File: config.mk
export PLATFORM = sky130hd
export DESIGN_NAME = completion_time_priority_queue
export DESIGN_NICKNAME = d
export VERILOG_FILES = /design/src/rtl/cpq_pkg.sv /design/src/rtl/cpq_cell.sv /design/src/rtl/cpq_chain.sv /design/src/rtl/completion_time_priority_queue.sv
export SDC_FILE = /design/constraint.sdc
export NUM_CORES = 2
export LEC_CHECK = 0
export ABC_AREA = 1
export BUFFER_PORTS_ARGS = -buffer_cell sky130_fd_sc_hd__buf_2
export CORE_ASPECT_RATIO = 1.4
export CORE_MARGIN = 2
export CORE_UTILIZATION = 58
export DETAILED_ROUTE_END_ITERATION = 12
export GPL_ROUTABILITY_DRIVEN = 0
export GPL_TIMING_DRIVEN = 0
export HOLD_SLACK_MARGIN = 0.02
export PLACE_DENSITY = 0.78
export REMOVE_ABC_BUFFERS = 1
export SLEW_MARGIN = 20
export SYNTH_ARGS = -nofsm -noshare
export SYNTH_HDL_FRONTEND = slang
export SYNTH_HIERARCHICAL = 1
export SYNTH_SLANG_ARGS = --single-unit
export TNS_END_PERCENT = 5
File: constraint.sdc
create_clock -name clock -period 7.9 [get_ports clock]
set_clock_uncertainty 0.15 [all_clocks]
set_input_delay 0.395 -clock clock [delete_from_list [all_inputs] [get_ports clock]]
set_output_delay 0.395 -clock clock [all_outputs]
set_load 0.1 [all_outputs]
File: src/rtl/cpq_pkg.sv
`default_nettype none
package cpq_pkg;

   // default sizes handed to the top level
   localparam int DEF_MAX_ENTRIES = 16;
   localparam int DEF_TIME_BITS   = 32;
   localparam int DEF_ID_BITS     = 16;

   // capacity register
   localparam int              CAP_BITS  = 5;
   localparam logic [CAP_BITS-1:0] CAP_RESET = 5'd16;

   // operation codes
   localparam logic FUNC_PUT = 1'b0;
   localparam logic FUNC_GET = 1'b1;

   // per-cycle command broadcast along the chain
   typedef struct packed {
      logic put;
      logic get;
   } cmd_type;

endpackage
`default_nettype wire

File: src/rtl/cpq_cell.sv
`default_nettype none
module cpq_cell #(
   parameter int INDEX     = 0,
   parameter int CNT_BITS  = 5,
   parameter int TIME_BITS = 32,
   parameter int ID_BITS   = 16
) (
   input  wire                     clock,
   input  wire  cpq_pkg::cmd_type  cmd,
   input  wire  [CNT_BITS-1:0]     count,
   input  wire  [TIME_BITS-1:0]    new_end,
   input  wire  [ID_BITS-1:0]      new_id,
   input  wire                     left_gt,
   input  wire  [TIME_BITS-1:0]    left_end,
   input  wire  [ID_BITS-1:0]      left_id,
   input  wire  [TIME_BITS-1:0]    right_end,
   input  wire  [ID_BITS-1:0]      right_id,
   output logic                    gt_out,
   output logic [TIME_BITS-1:0]    end_out,
   output logic [ID_BITS-1:0]      id_out,
   output logic [TIME_BITS-1:0]    end_next
);
   import cpq_pkg::*;

   localparam logic [CNT_BITS-1:0] IDX = CNT_BITS'(INDEX);

   logic [TIME_BITS-1:0] end_ff, end_in;
   logic [ID_BITS-1:0]   id_ff, id_in;
   logic                 occupied, tail, gt, own_gt;

   // position of this cell relative to the fill level
   assign occupied = IDX < count;
   assign tail     = IDX == count;
   assign gt       = end_ff > new_end;
   assign own_gt   = occupied ? gt : tail;
   assign gt_out   = occupied & gt;

   // insert shifts right behind the new entry, removal shifts left
   always_comb begin
      end_in = end_ff;
      id_in  = id_ff;
      if (cmd.put) begin
         if (left_gt) begin
            end_in = left_end;
            id_in  = left_id;
         end else if (own_gt) begin
            end_in = new_end;
            id_in  = new_id;
         end
      end else if (cmd.get) begin
         end_in = right_end;
         id_in  = right_id;
      end
   end

   always_ff @(posedge clock) begin
      end_ff <= end_in;
      id_ff  <= id_in;
   end

   assign end_out  = end_ff;
   assign id_out   = id_ff;
   assign end_next = end_in;

endmodule
`default_nettype wire

File: src/rtl/cpq_chain.sv
`default_nettype none
module cpq_chain #(
   parameter int MAX_ENTRIES = 16,
   parameter int CNT_BITS    = 5,
   parameter int TIME_BITS   = 32,
   parameter int ID_BITS     = 16
) (
   input  wire                     clock,
   input  wire  cpq_pkg::cmd_type  cmd,
   input  wire  [CNT_BITS-1:0]     count,
   input  wire  [TIME_BITS-1:0]    new_end,
   input  wire  [ID_BITS-1:0]      new_id,
   output logic [TIME_BITS-1:0]    head_end,
   output logic [ID_BITS-1:0]      head_id,
   output logic [TIME_BITS-1:0]    head_end_next
);
   import cpq_pkg::*;

   logic [MAX_ENTRIES-1:0] gt_link;
   logic [TIME_BITS-1:0]   end_link [MAX_ENTRIES+1];
   logic [ID_BITS-1:0]     id_link  [MAX_ENTRIES+1];
   logic [TIME_BITS-1:0]   end_next [MAX_ENTRIES];
   logic [TIME_BITS-1:0]   left_end [MAX_ENTRIES];
   logic [ID_BITS-1:0]     left_id  [MAX_ENTRIES];
   logic [MAX_ENTRIES-1:0] left_gt;

   // the far end of the chain feeds nothing useful on removal
   assign end_link[MAX_ENTRIES] = '0;
   assign id_link[MAX_ENTRIES]  = '0;

   // row of cells, each talking to its two neighbours
   for (genvar i = 0; i < MAX_ENTRIES; i++) begin : g_cell
      if (i == 0) begin : g_first
         assign left_gt[i]  = 1'b0;
         assign left_end[i] = '0;
         assign left_id[i]  = '0;
      end else begin : g_rest
         assign left_gt[i]  = gt_link[i-1];
         assign left_end[i] = end_link[i-1];
         assign left_id[i]  = id_link[i-1];
      end

      cpq_cell #(
         .INDEX     (i),
         .CNT_BITS  (CNT_BITS),
         .TIME_BITS (TIME_BITS),
         .ID_BITS   (ID_BITS)
      ) u_cell (
         .clock     (clock),
         .cmd       (cmd),
         .count     (count),
         .new_end   (new_end),
         .new_id    (new_id),
         .left_gt   (left_gt[i]),
         .left_end  (left_end[i]),
         .left_id   (left_id[i]),
         .right_end (end_link[i+1]),
         .right_id  (id_link[i+1]),
         .gt_out    (gt_link[i]),
         .end_out   (end_link[i]),
         .id_out    (id_link[i]),
         .end_next  (end_next[i])
      );
   end

   assign head_end      = end_link[0];
   assign head_id       = id_link[0];
   assign head_end_next = end_next[0];

endmodule
`default_nettype wire

File: src/rtl/completion_time_priority_queue.sv
`default_nettype none
// channel  direction  transfer when        payload
// req_     in         valid & !stall       func, now_time, entry_id, service_time
// rsp_     out        valid & !stall       done_res, out_id, out_end_time, held_count,
//                                          next_end_valid, next_end_time
// csr_     in         write_enable         pool_capacity
//
// one item per cycle: the whole sorted chain updates in the cycle the request
// transfers, and the result appears in the response register on the next cycle.
// the rate is set by the single response register: a request is taken only
// while that register is empty or being drained.
// reset clears the fill count, the response valid and sets capacity to 16;
// cell contents are left as they are, only filled cells are ever read.
module completion_time_priority_queue #(
   parameter int MAX_ENTRIES = cpq_pkg::DEF_MAX_ENTRIES,
   parameter int TIME_BITS   = cpq_pkg::DEF_TIME_BITS,
   parameter int ID_BITS     = cpq_pkg::DEF_ID_BITS,
   parameter int CNT_BITS    = $clog2(MAX_ENTRIES + 1)
) (
   input  wire                            clock,
   input  wire                            reset,
   input  wire                            req_valid,
   output logic                           req_stall,
   input  wire                            req_func,
   input  wire  [TIME_BITS-1:0]           req_now_time,
   input  wire  [ID_BITS-1:0]             req_entry_id,
   input  wire  [TIME_BITS-1:0]           req_service_time,
   output logic                           rsp_valid,
   input  wire                            rsp_stall,
   output logic                           rsp_done_res,
   output logic [ID_BITS-1:0]             rsp_out_id,
   output logic [TIME_BITS-1:0]           rsp_out_end_time,
   output logic [CNT_BITS-1:0]            rsp_held_count,
   output logic                           rsp_next_end_valid,
   output logic [TIME_BITS-1:0]           rsp_next_end_time,
   input  wire                            csr_write_enable,
   input  wire  [cpq_pkg::CAP_BITS-1:0]   csr_write_data
);
   import cpq_pkg::*;

   localparam int CMP_BITS = (CNT_BITS > CAP_BITS) ? CNT_BITS : CAP_BITS;
   localparam logic [CMP_BITS-1:0] MAX_CMP = CMP_BITS'(MAX_ENTRIES);

   logic [CAP_BITS-1:0]  cap_ff;
   logic [CNT_BITS-1:0]  occ_ff, occ_in;
   logic                 rsp_valid_ff, rsp_valid_in;
   logic                 done_ff, done_in;
   logic [ID_BITS-1:0]   oid_ff, oid_in;
   logic [TIME_BITS-1:0] oend_ff, oend_in;
   logic [CNT_BITS-1:0]  held_ff;
   logic                 nvalid_ff, nvalid_in;
   logic [TIME_BITS-1:0] nend_ff, nend_in;

   logic                 accept;
   logic [TIME_BITS:0]   sum;
   logic [TIME_BITS-1:0] new_end;
   logic [CMP_BITS-1:0]  occ_cmp, cap_cmp, limit;
   logic                 put_ok, get_ok;
   cmd_type              cmd;
   logic [TIME_BITS-1:0] head_end, head_end_next;
   logic [ID_BITS-1:0]   head_id;

   // request side waits only while a result is stuck in the output register
   assign req_stall = rsp_valid_ff & rsp_stall;
   assign accept    = req_valid & ~req_stall;

   // saturating end time
   assign sum     = {1'b0, req_now_time} + {1'b0, req_service_time};
   assign new_end = sum[TIME_BITS] ? '1 : sum[TIME_BITS-1:0];

   // capacity clipped to the chain length
   assign occ_cmp = CMP_BITS'(occ_ff);
   assign cap_cmp = CMP_BITS'(cap_ff);
   assign limit   = (cap_cmp > MAX_CMP) ? MAX_CMP : cap_cmp;

   assign put_ok = accept & (req_func == FUNC_PUT) & (occ_cmp < limit);
   assign get_ok = accept & (req_func == FUNC_GET) & (occ_ff != '0)
                   & (head_end <= req_now_time);

   assign cmd.put = put_ok;
   assign cmd.get = get_ok;

   cpq_chain #(
      .MAX_ENTRIES (MAX_ENTRIES),
      .CNT_BITS    (CNT_BITS),
      .TIME_BITS   (TIME_BITS),
      .ID_BITS     (ID_BITS)
   ) u_chain (
      .clock         (clock),
      .cmd           (cmd),
      .count         (occ_ff),
      .new_end       (new_end),
      .new_id        (req_entry_id),
      .head_end      (head_end),
      .head_id       (head_id),
      .head_end_next (head_end_next)
   );

   // fill count and result fields
   always_comb begin
      occ_in = occ_ff;
      if (put_ok) begin
         occ_in = occ_ff + CNT_BITS'(1);
      end else if (get_ok) begin
         occ_in = occ_ff - CNT_BITS'(1);
      end
      done_in   = put_ok | get_ok;
      oid_in    = get_ok ? head_id : '0;
      oend_in   = get_ok ? head_end : '0;
      nvalid_in = occ_in != '0;
      nend_in   = nvalid_in ? head_end_next : '0;
   end

   // output register valid
   always_comb begin
      rsp_valid_in = rsp_valid_ff;
      if (accept) begin
         rsp_valid_in = 1'b1;
      end else if (~rsp_stall) begin
         rsp_valid_in = 1'b0;
      end
   end

   // control state
   always_ff @(posedge clock) begin
      if (reset) begin
         cap_ff       <= CAP_RESET;
         occ_ff       <= '0;
         rsp_valid_ff <= 1'b0;
      end else begin
         if (csr_write_enable) begin
            cap_ff <= csr_write_data;
         end
         occ_ff       <= occ_in;
         rsp_valid_ff <= rsp_valid_in;
      end
   end

   // result payload
   always_ff @(posedge clock) begin
      if (accept) begin
         done_ff   <= done_in;
         oid_ff    <= oid_in;
         oend_ff   <= oend_in;
         held_ff   <= occ_in;
         nvalid_ff <= nvalid_in;
         nend_ff   <= nend_in;
      end
   end

   assign rsp_valid          = rsp_valid_ff;
   assign rsp_done_res       = done_ff;
   assign rsp_out_id         = oid_ff;
   assign rsp_out_end_time   = oend_ff;
   assign rsp_held_count     = held_ff;
   assign rsp_next_end_valid = nvalid_ff;
   assign rsp_next_end_time  = nend_ff;

endmodule
`default_nettype wire
==> results.sh <==
export IMPL_crit_slowest_cell="nand3_1"
export IMPL_yosys_warnings=6
export IMPL_fin_crit_sh_pct=87.2
export IMPL_ant_nets=0
export IMPL_crit_family="simple AND/OR/NAND/NOR gates"
export IMPL_ios=180
export IMPL_fin_cells=11200
export IMPL_grt_pass1_vias=62700
export IMPL_end_kind="flop"
export IMPL_path_buf_inv=5
export IMPL_dp_cells=11100
export IMPL_drive_gt1_share_pct=14.2
export IMPL_drv_slew=0
export IMPL_syn_inst=9702
export IMPL_cts_sinks=866
export IMPL_clk_pin_slew_ns=0.06
export IMPL_rr_startpoint="u_chain/g_cell[0].u_cell/end_out[15]"
export IMPL_dr_total_vias=64700
export IMPL_utilization_pct=62.3
export IMPL_antenna_found_initial=2
export IMPL_fin_nets=10300
export IMPL_outcome="finished clean"
export IMPL_core_rowCount=149
export IMPL_grt_pass1_wl_mm=302
export IMPL_io_buffers=179
export IMPL_placed_area_sq_mm=0.0698
export IMPL_clk_insertion_delay_late_ns=0.73
export IMPL_min_to="u_chain/g_cell[2].u_cell/id_out[13]"
export IMPL_maxCapViolations=0
export IMPL_reg2reg_depth=18
export IMPL_postLayoutCellArea_sq_mm=0.0732
export IMPL_fin_ws_ns=1.01
export IMPL_coreArea_sq_mm=0.117
export IMPL_post_place_ws_ns=0.425
export IMPL_cts_inserted_buffers=90
export IMPL_critPathMaxStageDelay_ns=0.95
export IMPL_vias_per_cell=5.75
export IMPL_htreeDepth=3
export IMPL_cp_max_fo=35
export IMPL_whs_path_depth=3
export IMPL_dp_hpwl_mm=143
export IMPL_slew_limit_headroom_pct=26.7
export IMPL_initial_utilization_pct=58.2
export IMPL_hp_class="in2reg"
export IMPL_area_growth_pct=6.99
export IMPL_drt_pre_antenna_iters=6
export IMPL_setup_tns_ns=0
export IMPL_post_synth_cell_area_avg_sq_um=7.05
export IMPL_fmax_mhz=145
export IMPL_cts_tree="done"
export IMPL_wire_per_inst_um=16.6
export IMPL_grt_overflow_total=0
export IMPL_drt_initial_drc_count=5001
export IMPL_die_w_um=294
export IMPL_cp_arrival_ns=7.10
export IMPL_rsz0062_at_grt="no"
export IMPL_root_buffer="clkbuf_16"
export IMPL_post_cts_buffers=0
export IMPL_tightest_slew_ns=1.10
export IMPL_min_delay_start="req_entry_id[13]"
export IMPL_grt_max_degree=64
export IMPL_power_leakage_nw=37.8
export IMPL_min_period_ns=6.89
export IMPL_crit_type="in2reg"
export IMPL_setup_viol=0
export IMPL_cp_start_kind="input port"
export IMPL_wl_mm=187
export IMPL_r2r_slack_ns=3.10
export IMPL_netlist_area_sq_mm=0.0684
export IMPL_r2r_end="rsp_next_end_time[23]"
export IMPL_cts_buffer_depth=3
export IMPL_ir_drop_mv=0.236
export IMPL_power_density_mw_per_mm2=317
export IMPL_drc_errors=0
export IMPL_worst_ep_required_time_ns=8.11
export IMPL_die_h_um=410
export IMPL_finalHoldViolations=0
export IMPL_die_area_sq_mm=0.121
export IMPL_grt_usage_pct=29.9
==> report_power, final <==
part	switching, mW	internal [mW]	total (mW)
registers	1.69	6.34	8.04
clock network	2.01	2.64	4.65
logic	6.68	3.82	10.5
total	10.4	12.8	23.2
==> sequential cells by signal, summed over array words and instances (netlist names) <==
register / count
u_chain/g_cell.u_cell/end_out: 512
u_chain/g_cell.u_cell/id_out: 256
rsp_next_end_time: 32
rsp_out_end_time: 32
rsp_out_id: 16
cap_cmp: 5
occ_cmp: 5
rsp_held_count: 5
rsp_done_res: 1
rsp_next_end_valid: 1
rsp_valid: 1
==> through the flow <==
| step | total power [mW] | hold slack (ns) |
|---|---|---|
| 6_report | 23.2 | 0.0747 |
| 5_1_grt | 25.0 | 0.0737 |
| 4_1_cts | 23.0 | 0.0300 |
| 3_5_place_dp | 18.3 | 0.337 |
| 3_3_place_gp | 17.6 | 0.334 |
| 2_1_floorplan | 15.6 | 0.302 |
==> area by class of cell <==
class	count	area, sq um
clock buffers	126	2580
multi-input cells	7038	39700
inverters	1403	5290
clock inverters	41	632
fillers	9985	44300
flip-flops and latches	866	20800
diodes	1	2.50
well taps	1510	1890
repair buffers	259	2300
==> worst reg2reg max path, stage by stage (launching register included) <==
cell,delay [ns]
dfxtp_1,0.45
ha_1,0.30
a21oi_1,0.15
o21ai_0,0.11
a21oi_1,0.65
nand2_1,0.12
nand2_1,0.08
nand2_1,0.06
nand2_2,0.16
nand2_4,0.36
inv_2,0.76
clkinv_2,0.24
buf_12,0.24
o21ai_0,0.23
a21oi_1,0.06
a21oi_1,0.18
nand2_2,0.10
inv_1,0.07
nor2_1,0.05
==> worst max path at each step <==
| stage | endpoint | slack [ns] | start | cells past startpoint |
|---|---|---|---|---|
| 6_report | u_chain/g_cell[14].u_cell/id_out[8] | 1.01 | req_now_time[19] | 25 |
| 5_1_grt | u_chain/g_cell[7].u_cell/id_out[5] | 0.49 | req_now_time[21] | 26 |
| 4_1_cts | u_chain/g_cell[14].u_cell/id_out[8] | 1.20 | req_now_time[19] | 25 |
| 3_5_place_dp | u_chain/g_cell[14].u_cell/id_out[8] | 0.42 | req_now_time[19] | 25 |
| 3_3_place_gp | rsp_next_end_time[22] | -3.31 | rsp_stall | 15 |
| 2_1_floorplan | rsp_next_end_time[10] | -0.69 | rsp_valid | 14 |
==> layout by cell type, fill, tap and decap left out, drive strengths merged, types with 19 or more instances in the layout <==
master,n
a21o,22
a21oi,1300
buf,240
clkbuf,126
clkinv,47
conb,98
dfxtp,523
dlygate4sd3,19
edfxtp,343
ha,582
inv,1383
nand2,2578
nand3,1364
nand4,41
nor2,354
o21a,24
o21ai,602
==> what timing repair did <==
item / in CTS / in global routing
hold buffers: 19 / 0
gates resized for setup: 0 / 0
endpoints found under the setup margin: 0 / 0
hold endpoints to repair: 15 / 0
==> per-layer routing <==
layer,GRT usage [%],wire length (um),vias to the layer above
met1,31.8,69600,29900
met3,3.45,10400,595
met4,18.8,11400,2
met5,0,13,-
li1,-,-,31700
met2,55.7,95400,2410
(Power assumes the default switching activity.)
